File: src/design/kec_pkg.sv
package kec_pkg;

   // key codes
   localparam logic [7:0] KEY_NONE  = 8'd255;
   localparam logic [7:0] KEY_EQ    = 8'd61;
   localparam logic [7:0] KEY_PLUS  = 8'd43;
   localparam logic [7:0] KEY_MINUS = 8'd45;
   localparam logic [7:0] KEY_STAR  = 8'd42;
   localparam logic [7:0] KEY_SLASH = 8'd47;
   localparam logic [7:0] KEY_CLEAR = 8'd99;
   localparam logic [7:0] KEY_ZERO  = 8'd48;

   localparam int unsigned DATA_W = 32;
   localparam int unsigned STEP_W = $clog2(DATA_W);

   // result status codes
   localparam logic [1:0] ST_OK   = 2'd0;
   localparam logic [1:0] ST_DIV0 = 2'd1;
   localparam logic [1:0] ST_NOOP = 2'd2;

   typedef enum logic [2:0] {
      OP_ADD,
      OP_SUB,
      OP_MUL,
      OP_DIV,
      OP_NONE
   } op_type;

   typedef struct packed {
      logic              start;
      op_type            op;
      logic [DATA_W-1:0] a;
      logic [DATA_W-1:0] b;
   } alu_req_type;

   typedef struct packed {
      logic              valid;
      logic [DATA_W-1:0] value;
      logic [1:0]        status;
   } alu_rsp_type;

endpackage

File: src/design/kec_alu.sv
// Shared arithmetic unit: add/sub in one step, shift-add multiply and
// restoring divide one bit per cycle.
module kec_alu
   import kec_pkg::*;
(
   input  logic        clock,
   input  logic        reset,
   input  alu_req_type req,
   output alu_rsp_type rsp
);

   typedef enum logic [2:0] {
      A_IDLE,
      A_PREP,
      A_MUL,
      A_DIV,
      A_FIX
   } alu_state_type;

   alu_state_type     state_ff, state_in;
   op_type            op_ff, op_in;
   logic [DATA_W-1:0] a_ff, a_in;      // multiplicand / dividend-quotient
   logic [DATA_W-1:0] b_ff, b_in;      // multiplier / divisor
   logic [DATA_W-1:0] acc_ff, acc_in;  // product / remainder
   logic [STEP_W-1:0] count_ff, count_in;
   logic              neg_ff, neg_in;
   logic              valid_ff, valid_in;
   logic [DATA_W-1:0] value_ff, value_in;
   logic [1:0]        status_ff, status_in;

   logic [DATA_W-1:0] shifted;
   logic [DATA_W:0]   trial;
   logic              last_step;

   assign shifted   = {acc_ff[DATA_W-2:0], a_ff[DATA_W-1]};
   assign trial     = {1'b0, shifted} - {1'b0, b_ff};
   assign last_step = (count_ff == STEP_W'(DATA_W - 1));

   always_comb begin
      state_in  = state_ff;
      op_in     = op_ff;
      a_in      = a_ff;
      b_in      = b_ff;
      acc_in    = acc_ff;
      count_in  = count_ff;
      neg_in    = neg_ff;
      valid_in  = valid_ff;
      value_in  = value_ff;
      status_in = status_ff;

      unique case (state_ff)
         A_IDLE: begin
            if (req.start) begin
               op_in    = req.op;
               a_in     = req.a;
               b_in     = req.b;
               valid_in = 1'b0;
               state_in = A_PREP;
            end
         end
         A_PREP: begin
            count_in  = '0;
            acc_in    = '0;
            status_in = ST_OK;
            unique case (op_ff)
               OP_ADD: begin
                  value_in = a_ff + b_ff;
                  valid_in = 1'b1;
                  state_in = A_IDLE;
               end
               OP_SUB: begin
                  value_in = a_ff - b_ff;
                  valid_in = 1'b1;
                  state_in = A_IDLE;
               end
               OP_MUL: begin
                  state_in = A_MUL;
               end
               OP_DIV: begin
                  if (b_ff == '0) begin
                     value_in  = '0;
                     status_in = ST_DIV0;
                     valid_in  = 1'b1;
                     state_in  = A_IDLE;
                  end else begin
                     // work on magnitudes, fix the sign at the end
                     neg_in   = a_ff[DATA_W-1] ^ b_ff[DATA_W-1];
                     a_in     = a_ff[DATA_W-1] ? -a_ff : a_ff;
                     b_in     = b_ff[DATA_W-1] ? -b_ff : b_ff;
                     state_in = A_DIV;
                  end
               end
               default: begin
                  value_in  = '0;
                  status_in = ST_NOOP;
                  valid_in  = 1'b1;
                  state_in  = A_IDLE;
               end
            endcase
         end
         A_MUL: begin
            acc_in   = b_ff[0] ? acc_ff + a_ff : acc_ff;
            a_in     = {a_ff[DATA_W-2:0], 1'b0};
            b_in     = {1'b0, b_ff[DATA_W-1:1]};
            count_in = count_ff + 1'b1;
            if (last_step) begin
               value_in = acc_in;
               valid_in = 1'b1;
               state_in = A_IDLE;
            end
         end
         A_DIV: begin
            if (!trial[DATA_W]) begin
               acc_in = trial[DATA_W-1:0];
               a_in   = {a_ff[DATA_W-2:0], 1'b1};
            end else begin
               acc_in = shifted;
               a_in   = {a_ff[DATA_W-2:0], 1'b0};
            end
            count_in = count_ff + 1'b1;
            if (last_step) begin
               state_in = A_FIX;
            end
         end
         A_FIX: begin
            value_in = neg_ff ? -a_ff : a_ff;
            valid_in = 1'b1;
            state_in = A_IDLE;
         end
         default: begin
            state_in = A_IDLE;
         end
      endcase
   end

   always_ff @(posedge clock) begin
      if (reset) begin
         state_ff <= A_IDLE;
         valid_ff <= 1'b0;
      end else begin
         state_ff <= state_in;
         valid_ff <= valid_in;
      end
      op_ff     <= op_in;
      a_ff      <= a_in;
      b_ff      <= b_in;
      acc_ff    <= acc_in;
      count_ff  <= count_in;
      neg_ff    <= neg_in;
      value_ff  <= value_in;
      status_ff <= status_in;
   end

   assign rsp.valid  = valid_ff;
   assign rsp.value  = value_ff;
   assign rsp.status = status_ff;

   // result is never flagged while a calculation is running
   a_valid_idle: assert property (@(posedge clock) disable iff (reset)
      valid_ff |-> (state_ff == A_IDLE))
      else $error("alu result valid while busy");

   // a divide by zero result reads zero
   a_div0_zero: assert property (@(posedge clock) disable iff (reset)
      (valid_ff && status_ff == ST_DIV0) |-> (value_ff == '0))
      else $error("divide by zero result not zero");

   // start clears the previous result
   a_start_clear: assert property (@(posedge clock) disable iff (reset)
      (state_ff == A_IDLE && req.start) |=> !valid_ff)
      else $error("stale alu result after start");

endmodule

File: src/design/keypad_expression_calculator_unit.sv
// Channel  Dir  Ports                        Word
// req      in   req_tvalid/tready/tdata      key_code [7:0]
// rsp      out  rsp_tvalid/tready/tdata      result_value [31:0], result_status [33:32]
//
// A key that is not '=' is taken without a wait; ready stays high after it.
// '=' runs the shared ALU: add/sub, multiply, divide, or a zero result with a status
// for no operator or divide by zero; ready stays low until the result reaches a free
// result register. Multiply and divide run a 32-step loop, one bit per cycle.
// Reset is synchronous, active high; it clears the expression and the result slot.
// A stalled result holds in the output register; keys keep flowing meanwhile, up to the next '='.
module keypad_expression_calculator_unit
   import kec_pkg::*;
(
   input  logic        clock,
   input  logic        reset,
   input  logic        req_tvalid,
   output logic        req_tready,
   input  logic [7:0]  req_tdata,   // [7:0] key_code
   output logic        rsp_tvalid,
   input  logic        rsp_tready,
   output logic [39:0] rsp_tdata    // [31:0] result_value, [33:32] result_status
);

   typedef enum logic {
      T_IDLE,
      T_CALC
   } top_state_type;

   typedef enum logic [1:0] {
      PH_FIRST,
      PH_SECOND,
      PH_DONE
   } phase_type;

   top_state_type     state_ff, state_in;
   phase_type         phase_ff, phase_in;
   logic [DATA_W-1:0] first_ff, first_in;
   logic              first_neg_ff, first_neg_in;
   logic              first_seen_ff, first_seen_in;
   logic [DATA_W-1:0] second_ff, second_in;
   logic              second_neg_ff, second_neg_in;
   logic              second_seen_ff, second_seen_in;
   op_type            opk_ff, opk_in;
   logic              rsp_valid_ff, rsp_valid_in;
   logic [DATA_W-1:0] rsp_value_ff, rsp_value_in;
   logic [1:0]        rsp_status_ff, rsp_status_in;

   alu_req_type       alu_req;
   alu_rsp_type       alu_rsp;

   logic              key_take;
   logic [7:0]        key;
   logic              is_op;
   op_type            key_op;
   logic [DATA_W-1:0] fold_src;
   logic [DATA_W-1:0] folded;
   logic              slot_free;

   assign key       = req_tdata;
   assign key_take  = req_tvalid && req_tready;
   assign slot_free = !rsp_valid_ff || rsp_tready;

   always_comb begin
      is_op  = 1'b1;
      key_op = OP_ADD;
      unique case (key)
         KEY_PLUS:  key_op = OP_ADD;
         KEY_MINUS: key_op = OP_SUB;
         KEY_STAR:  key_op = OP_MUL;
         KEY_SLASH: key_op = OP_DIV;
         default:   is_op  = 1'b0;
      endcase
   end

   // acc*10 + key - '0', wrapping
   assign fold_src = (phase_ff == PH_FIRST) ? first_ff : second_ff;
   assign folded   = {fold_src[DATA_W-4:0], 3'b000} + {fold_src[DATA_W-2:0], 1'b0}
                   + {{(DATA_W-8){1'b0}}, key} - {{(DATA_W-8){1'b0}}, KEY_ZERO};

   always_comb begin
      state_in       = state_ff;
      phase_in       = phase_ff;
      first_in       = first_ff;
      first_neg_in   = first_neg_ff;
      first_seen_in  = first_seen_ff;
      second_in      = second_ff;
      second_neg_in  = second_neg_ff;
      second_seen_in = second_seen_ff;
      opk_in         = opk_ff;
      rsp_valid_in   = rsp_valid_ff && !rsp_tready;
      rsp_value_in   = rsp_value_ff;
      rsp_status_in  = rsp_status_ff;

      alu_req.start  = 1'b0;
      alu_req.op     = (phase_ff == PH_FIRST) ? OP_NONE : opk_ff;
      alu_req.a      = first_neg_ff ? -first_ff : first_ff;
      alu_req.b      = second_neg_ff ? -second_ff : second_ff;

      unique case (state_ff)
         T_IDLE: begin
            if (key_take && key != KEY_NONE) begin
               if (phase_ff != PH_FIRST && phase_ff != PH_SECOND) begin
                  // done: only clear counts
                  if (key == KEY_CLEAR) begin
                     phase_in       = PH_FIRST;
                     first_in       = '0;
                     first_neg_in   = 1'b0;
                     first_seen_in  = 1'b0;
                     second_in      = '0;
                     second_neg_in  = 1'b0;
                     second_seen_in = 1'b0;
                     opk_in         = OP_ADD;
                  end
               end else if (key == KEY_EQ) begin
                  alu_req.start = 1'b1;
                  phase_in      = PH_DONE;
                  state_in      = T_CALC;
               end else if (phase_ff == PH_FIRST) begin
                  if (!first_seen_ff) begin
                     first_seen_in = 1'b1;
                     if (key == KEY_MINUS) first_neg_in = 1'b1;
                     else                  first_in     = folded;
                  end else if (is_op) begin
                     opk_in   = key_op;
                     phase_in = PH_SECOND;
                  end else begin
                     first_in = folded;
                  end
               end else begin
                  second_seen_in = 1'b1;
                  if (!second_seen_ff && key == KEY_MINUS) second_neg_in = 1'b1;
                  else                                     second_in     = folded;
               end
            end
         end
         T_CALC: begin
            if (alu_rsp.valid && slot_free) begin
               rsp_valid_in  = 1'b1;
               rsp_value_in  = alu_rsp.value;
               rsp_status_in = alu_rsp.status;
               state_in      = T_IDLE;
            end
         end
         default: begin
            state_in = T_IDLE;
         end
      endcase
   end

   always_ff @(posedge clock) begin
      if (reset) begin
         state_ff       <= T_IDLE;
         phase_ff       <= PH_FIRST;
         first_ff       <= '0;
         first_neg_ff   <= 1'b0;
         first_seen_ff  <= 1'b0;
         second_ff      <= '0;
         second_neg_ff  <= 1'b0;
         second_seen_ff <= 1'b0;
         opk_ff         <= OP_ADD;
         rsp_valid_ff   <= 1'b0;
      end else begin
         state_ff       <= state_in;
         phase_ff       <= phase_in;
         first_ff       <= first_in;
         first_neg_ff   <= first_neg_in;
         first_seen_ff  <= first_seen_in;
         second_ff      <= second_in;
         second_neg_ff  <= second_neg_in;
         second_seen_ff <= second_seen_in;
         opk_ff         <= opk_in;
         rsp_valid_ff   <= rsp_valid_in;
      end
      rsp_value_ff  <= rsp_value_in;
      rsp_status_ff <= rsp_status_in;
   end

   kec_alu u_alu (
      .clock (clock),
      .reset (reset),
      .req   (alu_req),
      .rsp   (alu_rsp)
   );

   assign req_tready = (state_ff == T_IDLE);
   assign rsp_tvalid = rsp_valid_ff;
   assign rsp_tdata  = {6'b000000, rsp_status_ff, rsp_value_ff};

   // a new result word only comes out of a calculation
   a_rsp_from_calc: assert property (@(posedge clock) disable iff (reset)
      $rose(rsp_valid_ff) |-> $past(state_ff == T_CALC))
      else $error("result word without calculation");

   // while calculating the expression is already closed
   a_calc_done: assert property (@(posedge clock) disable iff (reset)
      (state_ff == T_CALC) |-> (phase_ff == PH_DONE))
      else $error("calculation with open expression");

   // the second operand only grows once an operator was taken
   a_second_phase: assert property (@(posedge clock) disable iff (reset)
      second_seen_ff |-> (phase_ff != PH_FIRST))
      else $error("second operand touched in first phase");

endmodule

File: config.mk
export PLATFORM = sky130hd
export DESIGN_NAME = keypad_expression_calculator_unit
export DESIGN_NICKNAME = d
export VERILOG_FILES = /design/src/design/kec_pkg.sv /design/src/design/kec_alu.sv /design/src/design/keypad_expression_calculator_unit.sv
export SDC_FILE = /design/constraint.sdc
export NUM_CORES = 1
export LEC_CHECK = 0
export BUFFER_PORTS_ARGS = -buffer_cell sky130_fd_sc_hd__buf_4
export CELL_PAD_IN_SITES_DETAIL_PLACEMENT = 1
export CELL_PAD_IN_SITES_GLOBAL_PLACEMENT = 2
export CORE_MARGIN = 2
export CORE_UTILIZATION = 41
export DETAILED_ROUTE_END_ITERATION = 16
export HOLD_SLACK_MARGIN = 0.03
export PLACE_DENSITY = 0.8
export SYNTH_ARGS = -nofsm -noshare
export SYNTH_HDL_FRONTEND = slang
export SYNTH_HIERARCHICAL = 1
export SYNTH_SLANG_ARGS = --single-unit
File: constraint.sdc
create_clock -name clock -period 6.8 [get_ports clock]
set_clock_uncertainty 0.2 [all_clocks]
set_input_delay 0.68 -clock clock [delete_from_list [all_inputs] [get_ports clock]]
set_output_delay 0.68 -clock clock [all_outputs]
set_load 0.01 [all_outputs]
==> impl_metrics.py, run 1 <==
metrics = {
    "outcome": {
        "outcome": "finished clean",
    },
    "critical_path": {
        "crit_type": "flip-flop to flip-flop",
        "cp_max_fo": 6,
        "r2r_cells": 20,
        "startpoint_type": "flip-flop",
        "reg2reg_from": "u_alu/b_ff[1]$_DFFE_PP_",
        "cp_top_family": "simple AND/OR/NAND/NOR gates",
        "rr_endpoint": "u_alu/value_ff[30]$_DFFE_PP_",
        "cp.required_ns": 6.85,
        "crit_slowest_cell": "or3b_2",
        "crit_path_cell_trace": "inv_1, ha_1, or3b_2, or3_1, nor3_1, nand2_1, nor3_1, nor2_1, xnor2_1, ha_1, and3_1, o21ai_0, a31oi_1, a211o_1, o21a_1, a311oi_1, o22ai_1, o41ai_1, xor2_1, o221ai_1",
        "slowest_delay_ns": 0.50,
        "path_buf_inv": 1,
        "critPathCaptureType": "flip-flop",
        "reg2reg_slack_ns": 0.71,
        "crit_arrival_ns": 6.14,
    },
    "logic_synthesis": {
        "synth_async_sr_flop_share_pct": 0,
        "synth_cell_types": 85,
        "ys_ff_latch": 251,
        "netlist_top_cells_area": "edfxtp_1, ha_1, xnor2_1",
        "synth-seq-area-share_pct": 30.8,
        "ys_warn_count": 6,
        "synth_top_area_share_pct": 23.6,
        "synth_area_sq_um": 22000,
        "avgSynthCellArea_sq_um": 8.68,
        "synth_edf_count": 173,
        "postSynthCellCount": 2530,
        "synth_area_leader_cell": "edfxtp_1",
        "yosys-top-cells-count": "nand2_1, xnor2_1, ha_1",
        "yosysMostFrequentCell": "nand2_1",
        "dominantRegCellSynth": "edfxtp_1",
    },
    "timing": {
        "setup-tns-final_ns": 0,
        "period_share_pct": 89.6,
        "hold_slack_ns": 0.221,
        "rsz0062_at_grt": "no",
        "hold_viol": 0,
        "worst_slew_pin_slew_ns": 1.17,
        "fin_ws_ns": 0.708,
        "post-route-min-period_ns": 6.09,
        "setup_viol": 0,
        "max_slew_margin_pct": 21.9,
        "drv_slew": 0,
        "fmax_mhz": 164,
    },
    "die": {
        "start_util_pct": 41.6,
        "placementRows": 84,
        "die_y_um": 235,
        "core_sq_um": 52800,
        "dieArea_sq_um": 55400,
        "ios": 54,
        "dieWidth_um": 235,
    },
    "power_and_ir_drop": {
        "p_per_area_nw_per_um2": 286,
        "power.switching_mw": 2.90,
        "p_comb_share_pct": 48.2,
        "clkPwrFrac_pct": 25.6,
        "intPower_mw": 3.98,
        "p_leak_nw": 9.71,
        "seq_power_share_pct": 26.2,
        "sw_frac_of_total_pct": 42.2,
        "peakVddDrop_mv": 0.436,
    },
    "final_layout": {
        "layout.nets": 2719,
        "drive_gt1_share_pct": 7.29,
        "n_antenna_cell": 0,
        "syn2layout_area_growth_pct": 9.32,
    },
    "clocking": {
        "clockBufferDepth": 3,
        "cts_buffers": 34,
        "insertion_delay_ns": 0.55,
        "tritoncts": "built",
        "root_buffer": "clkbuf_16",
        "path_clk_slew_ns": 0.05,
        "cts_sinks": 251,
        "cts_setup_buffers": 0,
        "cts-resized-gates": 0,
        "cts.hold.buffers_added": 0,
        "htree_num_levels": 2,
    },
    "global_routing": {
        "grt_antenna_before_repair": 1,
        "grt_pass1_wl_um": 114000,
        "grt_use_total_pct": 26.1,
        "grt_pass1_vias": 19961,
        "gr-total-overflow": 0,
        "grt_max_degree": 57,
    },
    "detailed_routing": {
        "drc": 0,
        "wl_met1_um": 34000,
        "vias_per_cell": 6.01,
        "first_pass_iters": 5,
        "wire_per_inst_um": 22.6,
        "antenna_left": 0,
        "wl_met3_um": 3490,
        "drt-initial-drc-count": 1137,
        "dr_total_vias": 19367,
        "wl_met2_um": 33000,
        "drt_wl_total_um": 73000,
        "top_layer": "met4",
    },
    "placed_design": {
        "pre_cts_ws_ns": 0.768,
        "gp_congestion": 0.872,
        "hpwlAfterDp_um": 57100,
        "portBuffers": 47,
    },
    "hold_path": {
        "min_from": "u_alu/value_ff[31]$_DFFE_PP_",
        "hold_class": "flip-flop to flip-flop",
        "whs_path_depth": 0,
        "hold_end": "rsp_value_ff[31]$_DFFE_PP_",
    },
    "flow_run": {
        "drv_cap": 0,
    },
}
state kept, by name, indices dropped and copies added (netlist names), 2 cells and up:
name / cells
u_alu/status_ff: 2
u_alu/state_ff: 3
second_ff: 32
rsp_status_ff: 2
u_alu/value_ff: 32
opk_ff: 2
u_alu/b_ff: 32
phase_ff: 2
u_alu/a_ff: 32
u_alu/count_ff: 5
u_alu/acc_ff: 32
first_ff: 32
u_alu/op_ff: 3
rsp_value_ff: 32
power by group through the flow:
stage | combinational [mW] | clock (mW) | sequential, mW
floorplan | 2.44 | 0 | 1.79
global placement | 3.19 | 0 | 1.83
detailed placement | 3.29 | 0 | 1.83
CTS | 3.31 | 1.81 | 1.80
global route | 3.70 | 1.86 | 1.81
finish | 3.31 | 1.76 | 1.80
stage by stage:
| step | total power [mW] | util (%) | instances | area [sq um] |
|---|---|---|---|---|
| finish | 6.87 | 45.5 | 3225 | 24000 |
| CTS | 6.92 | 45.5 | 3225 | 24000 |
| global route | 7.37 | 45.5 | 3225 | 24000 |
| global placement | 5.02 | 43.5 | 3166 | 22900 |
| floorplan | 4.23 | - | 2535 | 22000 |
| detailed placement | 5.13 | 43.5 | 3166 | 22900 |
logic make-up (layout without fill, tap and decap cells):
family	count (synthesis)	after routing	synth area share [%]
compound gates	707	707	21.3
simple gates	747	747	17.0
flops	251	251	30.8
buf+inv	267	269	4.71
xor+xnor	278	278	11.1
fa+ha+maj	193	193	11.2
other cells	1	6	0.0171
mux	86	86	3.99
how the worst max path moves through the flow:
stage                                       start                           end  slack (ns)  depth (start not counted)
after floorplan           u_alu/b_ff[0]$_DFFE_PP_  u_alu/value_ff[30]$_DFFE_PP_        1.03                         22
after global placement    u_alu/b_ff[1]$_DFFE_PP_  u_alu/value_ff[30]$_DFFE_PP_        0.90                         20
after detailed placement  u_alu/b_ff[1]$_DFFE_PP_  u_alu/value_ff[30]$_DFFE_PP_        0.77                         20
after CTS                 u_alu/b_ff[1]$_DFFE_PP_  u_alu/value_ff[30]$_DFFE_PP_        0.76                         20
after global routing      u_alu/b_ff[1]$_DFFE_PP_  u_alu/value_ff[30]$_DFFE_PP_        0.25                         20
final                     u_alu/b_ff[1]$_DFFE_PP_  u_alu/value_ff[30]$_DFFE_PP_        0.71                         20
worst register-to-register path: cells and delay by family (launching register included):
kind	cells	cell delay [ns]
AOI/OAI and AO/OA	8	1.99
and+or+nand+nor	7	2.10
xor gates and xnor gates	2	0.34
buffers and inverters	1	0.16
adders and majority gates	2	0.59
DFF	1	0.43
final cells by class:
class                      instances  area, sq um
fill                            6189        28700
multi-input combinational       2017        14300
sequential                       251         6760
clock buffer                      45          970
tap                              688          861
timing repair buffer              72          541
inverter                         138          518
clock inverter                    14          108
metal layers:
layer  track usage [%]  vias up
li1                  -     9288
met1              35.3     9521
met2              42.5      450
met3              3.83      108
met4              8.92        0
met5                 0        -
placed cells by master, fill, tap and decap left out, drive strengths merged, types with 24 or more instances in the layout:
cell,n
nand2,239
xnor2,216
ha,186
edfxtp,173
o21ai,157
a21oi,153
nor2,148
inv,138
dfxtp,78
mux2i,74
a22oi,72
buf,72
nand3,69
a21o,66
xor2,62
nor3,60
clkbuf,45
or3,32
and3,31
a31oi,26
o21a,24
o31ai,24
Power figures use the tool's default switching activity.
==> inputs of run 2 (changes only) <==
--- a/config.mk
+++ b/config.mk
@@ -10,6 +10,7 @@
 export CELL_PAD_IN_SITES_GLOBAL_PLACEMENT = 2
 export CORE_MARGIN = 2
 export CORE_UTILIZATION = 41
+export CTS_BUF_LIST = sky130_fd_sc_hd__clkbuf_16
 export DETAILED_ROUTE_END_ITERATION = 16
 export HOLD_SLACK_MARGIN = 0.03
 export PLACE_DENSITY = 0.8
==> run 2 against run 1 <==
Effect of this change:
- fmax up 0.29%
- critical endpoint unchanged
- total power down 0.51%
- hold slack about the same
- register-to-register slack better by 0.02 ns
- critical path depth unchanged
- non-clock buffer count unchanged
==> impl_metrics.py, run 2 (synthesis gave the netlist of run 1 again) <==
metrics = {
    "outcome": {
        "outcome": "finished clean",
    },
    "timing": {
        "max_slew_margin_pct": 22.1,
        "setup_viol": 0,
        "period_share_pct": 89.3,
        "drv_slew": 0,
        "setup-tns-final_ns": 0,
        "rsz0062_at_grt": "no",
        "fmax_mhz": 165,
        "post-route-min-period_ns": 6.07,
        "worst_slew_pin_slew_ns": 1.17,
        "fin_ws_ns": 0.725,
        "hold_slack_ns": 0.221,
        "hold_viol": 0,
    },
    "flow_run": {
        "drv_cap": 0,
    },
    "critical_path": {
        "critPathCaptureType": "flip-flop",
        "crit_arrival_ns": 6.12,
        "cp.required_ns": 6.85,
        "cp_max_fo": 6,
        "cp-startpoint": "u_alu/b_ff[1]$_DFFE_PP_",
        "crit_path_cell_trace": "inv_1, ha_1, or3b_2, or3_1, nor3_1, nand2_1, nor3_1, nor2_1, xnor2_1, ha_1, and3_1, o21ai_0, a31oi_1, a211o_1, o21a_1, a311oi_1, o22ai_1, o41ai_1, xor2_1, o221ai_1",
        "reg2reg_from": "u_alu/b_ff[1]$_DFFE_PP_",
        "path_buf_inv": 1,
        "crit_slowest_cell": "or3b_2",
        "path_depth": 20,
        "reg2reg_slack_ns": 0.73,
        "setup.worst_path.end": "u_alu/value_ff[30]$_DFFE_PP_",
        "r2r_cells": 20,
        "cp_top_family": "simple AND/OR/NAND/NOR gates",
        "startpoint_type": "flip-flop",
        "slowest_delay_ns": 0.50,
        "rr_endpoint": "u_alu/value_ff[30]$_DFFE_PP_",
        "crit_type": "flip-flop to flip-flop",
    },
    "placed_design": {
        "gp_congestion": 0.872,
        "hpwlAfterDp_um": 57100,
        "portBuffers": 47,
        "pre_cts_ws_ns": 0.768,
    },
    "power_and_ir_drop": {
        "peakVddDrop_mv": 0.440,
        "sw_frac_of_total_pct": 42.6,
        "power.switching_mw": 2.91,
        "total_power_mw": 6.84,
        "seq_power_share_pct": 26.3,
        "p_per_area_nw_per_um2": 285,
        "p_comb_share_pct": 48.5,
        "intPower_mw": 3.93,
        "p_leak_nw": 9.72,
        "clkPwrFrac_pct": 25.2,
    },
    "detailed_routing": {
        "top_layer": "met4",
        "drt-initial-drc-count": 1116,
        "wire_per_inst_um": 22.7,
        "wl_met1_um": 34200,
        "wl_met2_um": 33100,
        "dr_total_vias": 19288,
        "first_pass_iters": 5,
        "drc": 0,
        "drt_wl_total_um": 73100,
        "wl_met3_um": 3280,
        "antenna_left": 0,
        "vias_per_cell": 5.98,
    },
    "final_layout": {
        "fillers": 6194,
        "layout.nets": 2719,
        "syn2layout_area_growth_pct": 9.16,
        "final_cell_mix": "nand2_1, xnor2_1, ha_1",
        "drive_gt1_share_pct": 7.17,
        "layout_commonest_cell": "nand2_1",
        "n_antenna_cell": 0,
    },
    "hold_path": {
        "hold_class": "flip-flop to flip-flop",
        "whs_path_depth": 0,
    },
    "global_routing": {
        "grt_pass1_wl_um": 114000,
        "grt_max_degree": 57,
        "grt_use_total_pct": 26.1,
        "grt_pass1_vias": 19965,
        "grt_antenna_before_repair": 1,
        "gr-total-overflow": 0,
    },
    "die": {
        "dieArea_sq_um": 55400,
        "die_y_um": 235,
        "ios": 54,
        "core_sq_um": 52800,
        "start_util_pct": 41.6,
        "placementRows": 84,
        "dieWidth_um": 235,
    },
    "clocking": {
        "root_buffer": "clkbuf_16",
        "cts_setup_buffers": 0,
        "clockBufferDepth": 3,
        "path_clk_slew_ns": 0.05,
        "cts_sinks": 251,
        "tritoncts": "built",
        "cts-resized-gates": 0,
        "insertion_delay_ns": 0.55,
        "htree_num_levels": 2,
        "cts.hold.buffers_added": 0,
        "cts_buffers": 34,
    },
}
run 2: cell type report:
class,instances,area [sq um],share of cell area (%)
Multi-Input combinational cell,2017,14300,59.5
Sequential cell,251,6760,28.2
Clock buffer,36,901,3.76
Tap cell,688,861,3.59
Timing Repair Buffer,72,541,2.25
Inverter,138,518,2.16
Clock inverter,23,141,0.590
run 2: power groups by stage:
| stage | clock [mW] | combinational (mW) | sequential, mW |
|---|---|---|---|
| 2_1_floorplan | 0 | 2.44 | 1.79 |
| 3_3_place_gp | 0 | 3.19 | 1.83 |
| 3_5_place_dp | 0 | 3.29 | 1.83 |
| 4_1_cts | 1.76 | 3.31 | 1.80 |
| 5_1_grt | 1.81 | 3.70 | 1.81 |
| 6_report | 1.72 | 3.32 | 1.80 |
run 2: per-layer routing:
metal / GRT usage (%) / up-vias
met5: 0 / -
met4: 8.92 / 0
met3: 3.83 / 105
met2: 42.6 / 421
met1: 35.2 / 9481
li1: - / 9281
run 2: worst min path at each step:
stage                                            start                    endpoint  slack (ns)
after floorplan           u_alu/status_ff[0]$_DFFE_PP_  rsp_status_ff[0]$_DFFE_PP_        0.20
after global placement     u_alu/value_ff[3]$_DFFE_PP_   rsp_value_ff[3]$_DFFE_PP_        0.20
after detailed placement   u_alu/value_ff[5]$_DFFE_PP_   rsp_value_ff[5]$_DFFE_PP_        0.21
after CTS                  u_alu/value_ff[5]$_DFFE_PP_   rsp_value_ff[5]$_DFFE_PP_        0.22
after global routing       u_alu/value_ff[0]$_DFFE_PP_   rsp_value_ff[0]$_DFFE_PP_        0.23
final                     u_alu/value_ff[31]$_DFFE_PP_  rsp_value_ff[31]$_DFFE_PP_        0.22
run 2: metrics by stage:
stage / util, % / instances / instance area, sq um
after CTS: 45.5 / 3225 / 24000
after global placement: 43.5 / 3166 / 22900
final: 45.5 / 3225 / 24000
after global routing: 45.5 / 3225 / 24000
after floorplan: - / 2535 / 22000
after detailed placement: 43.5 / 3166 / 22900
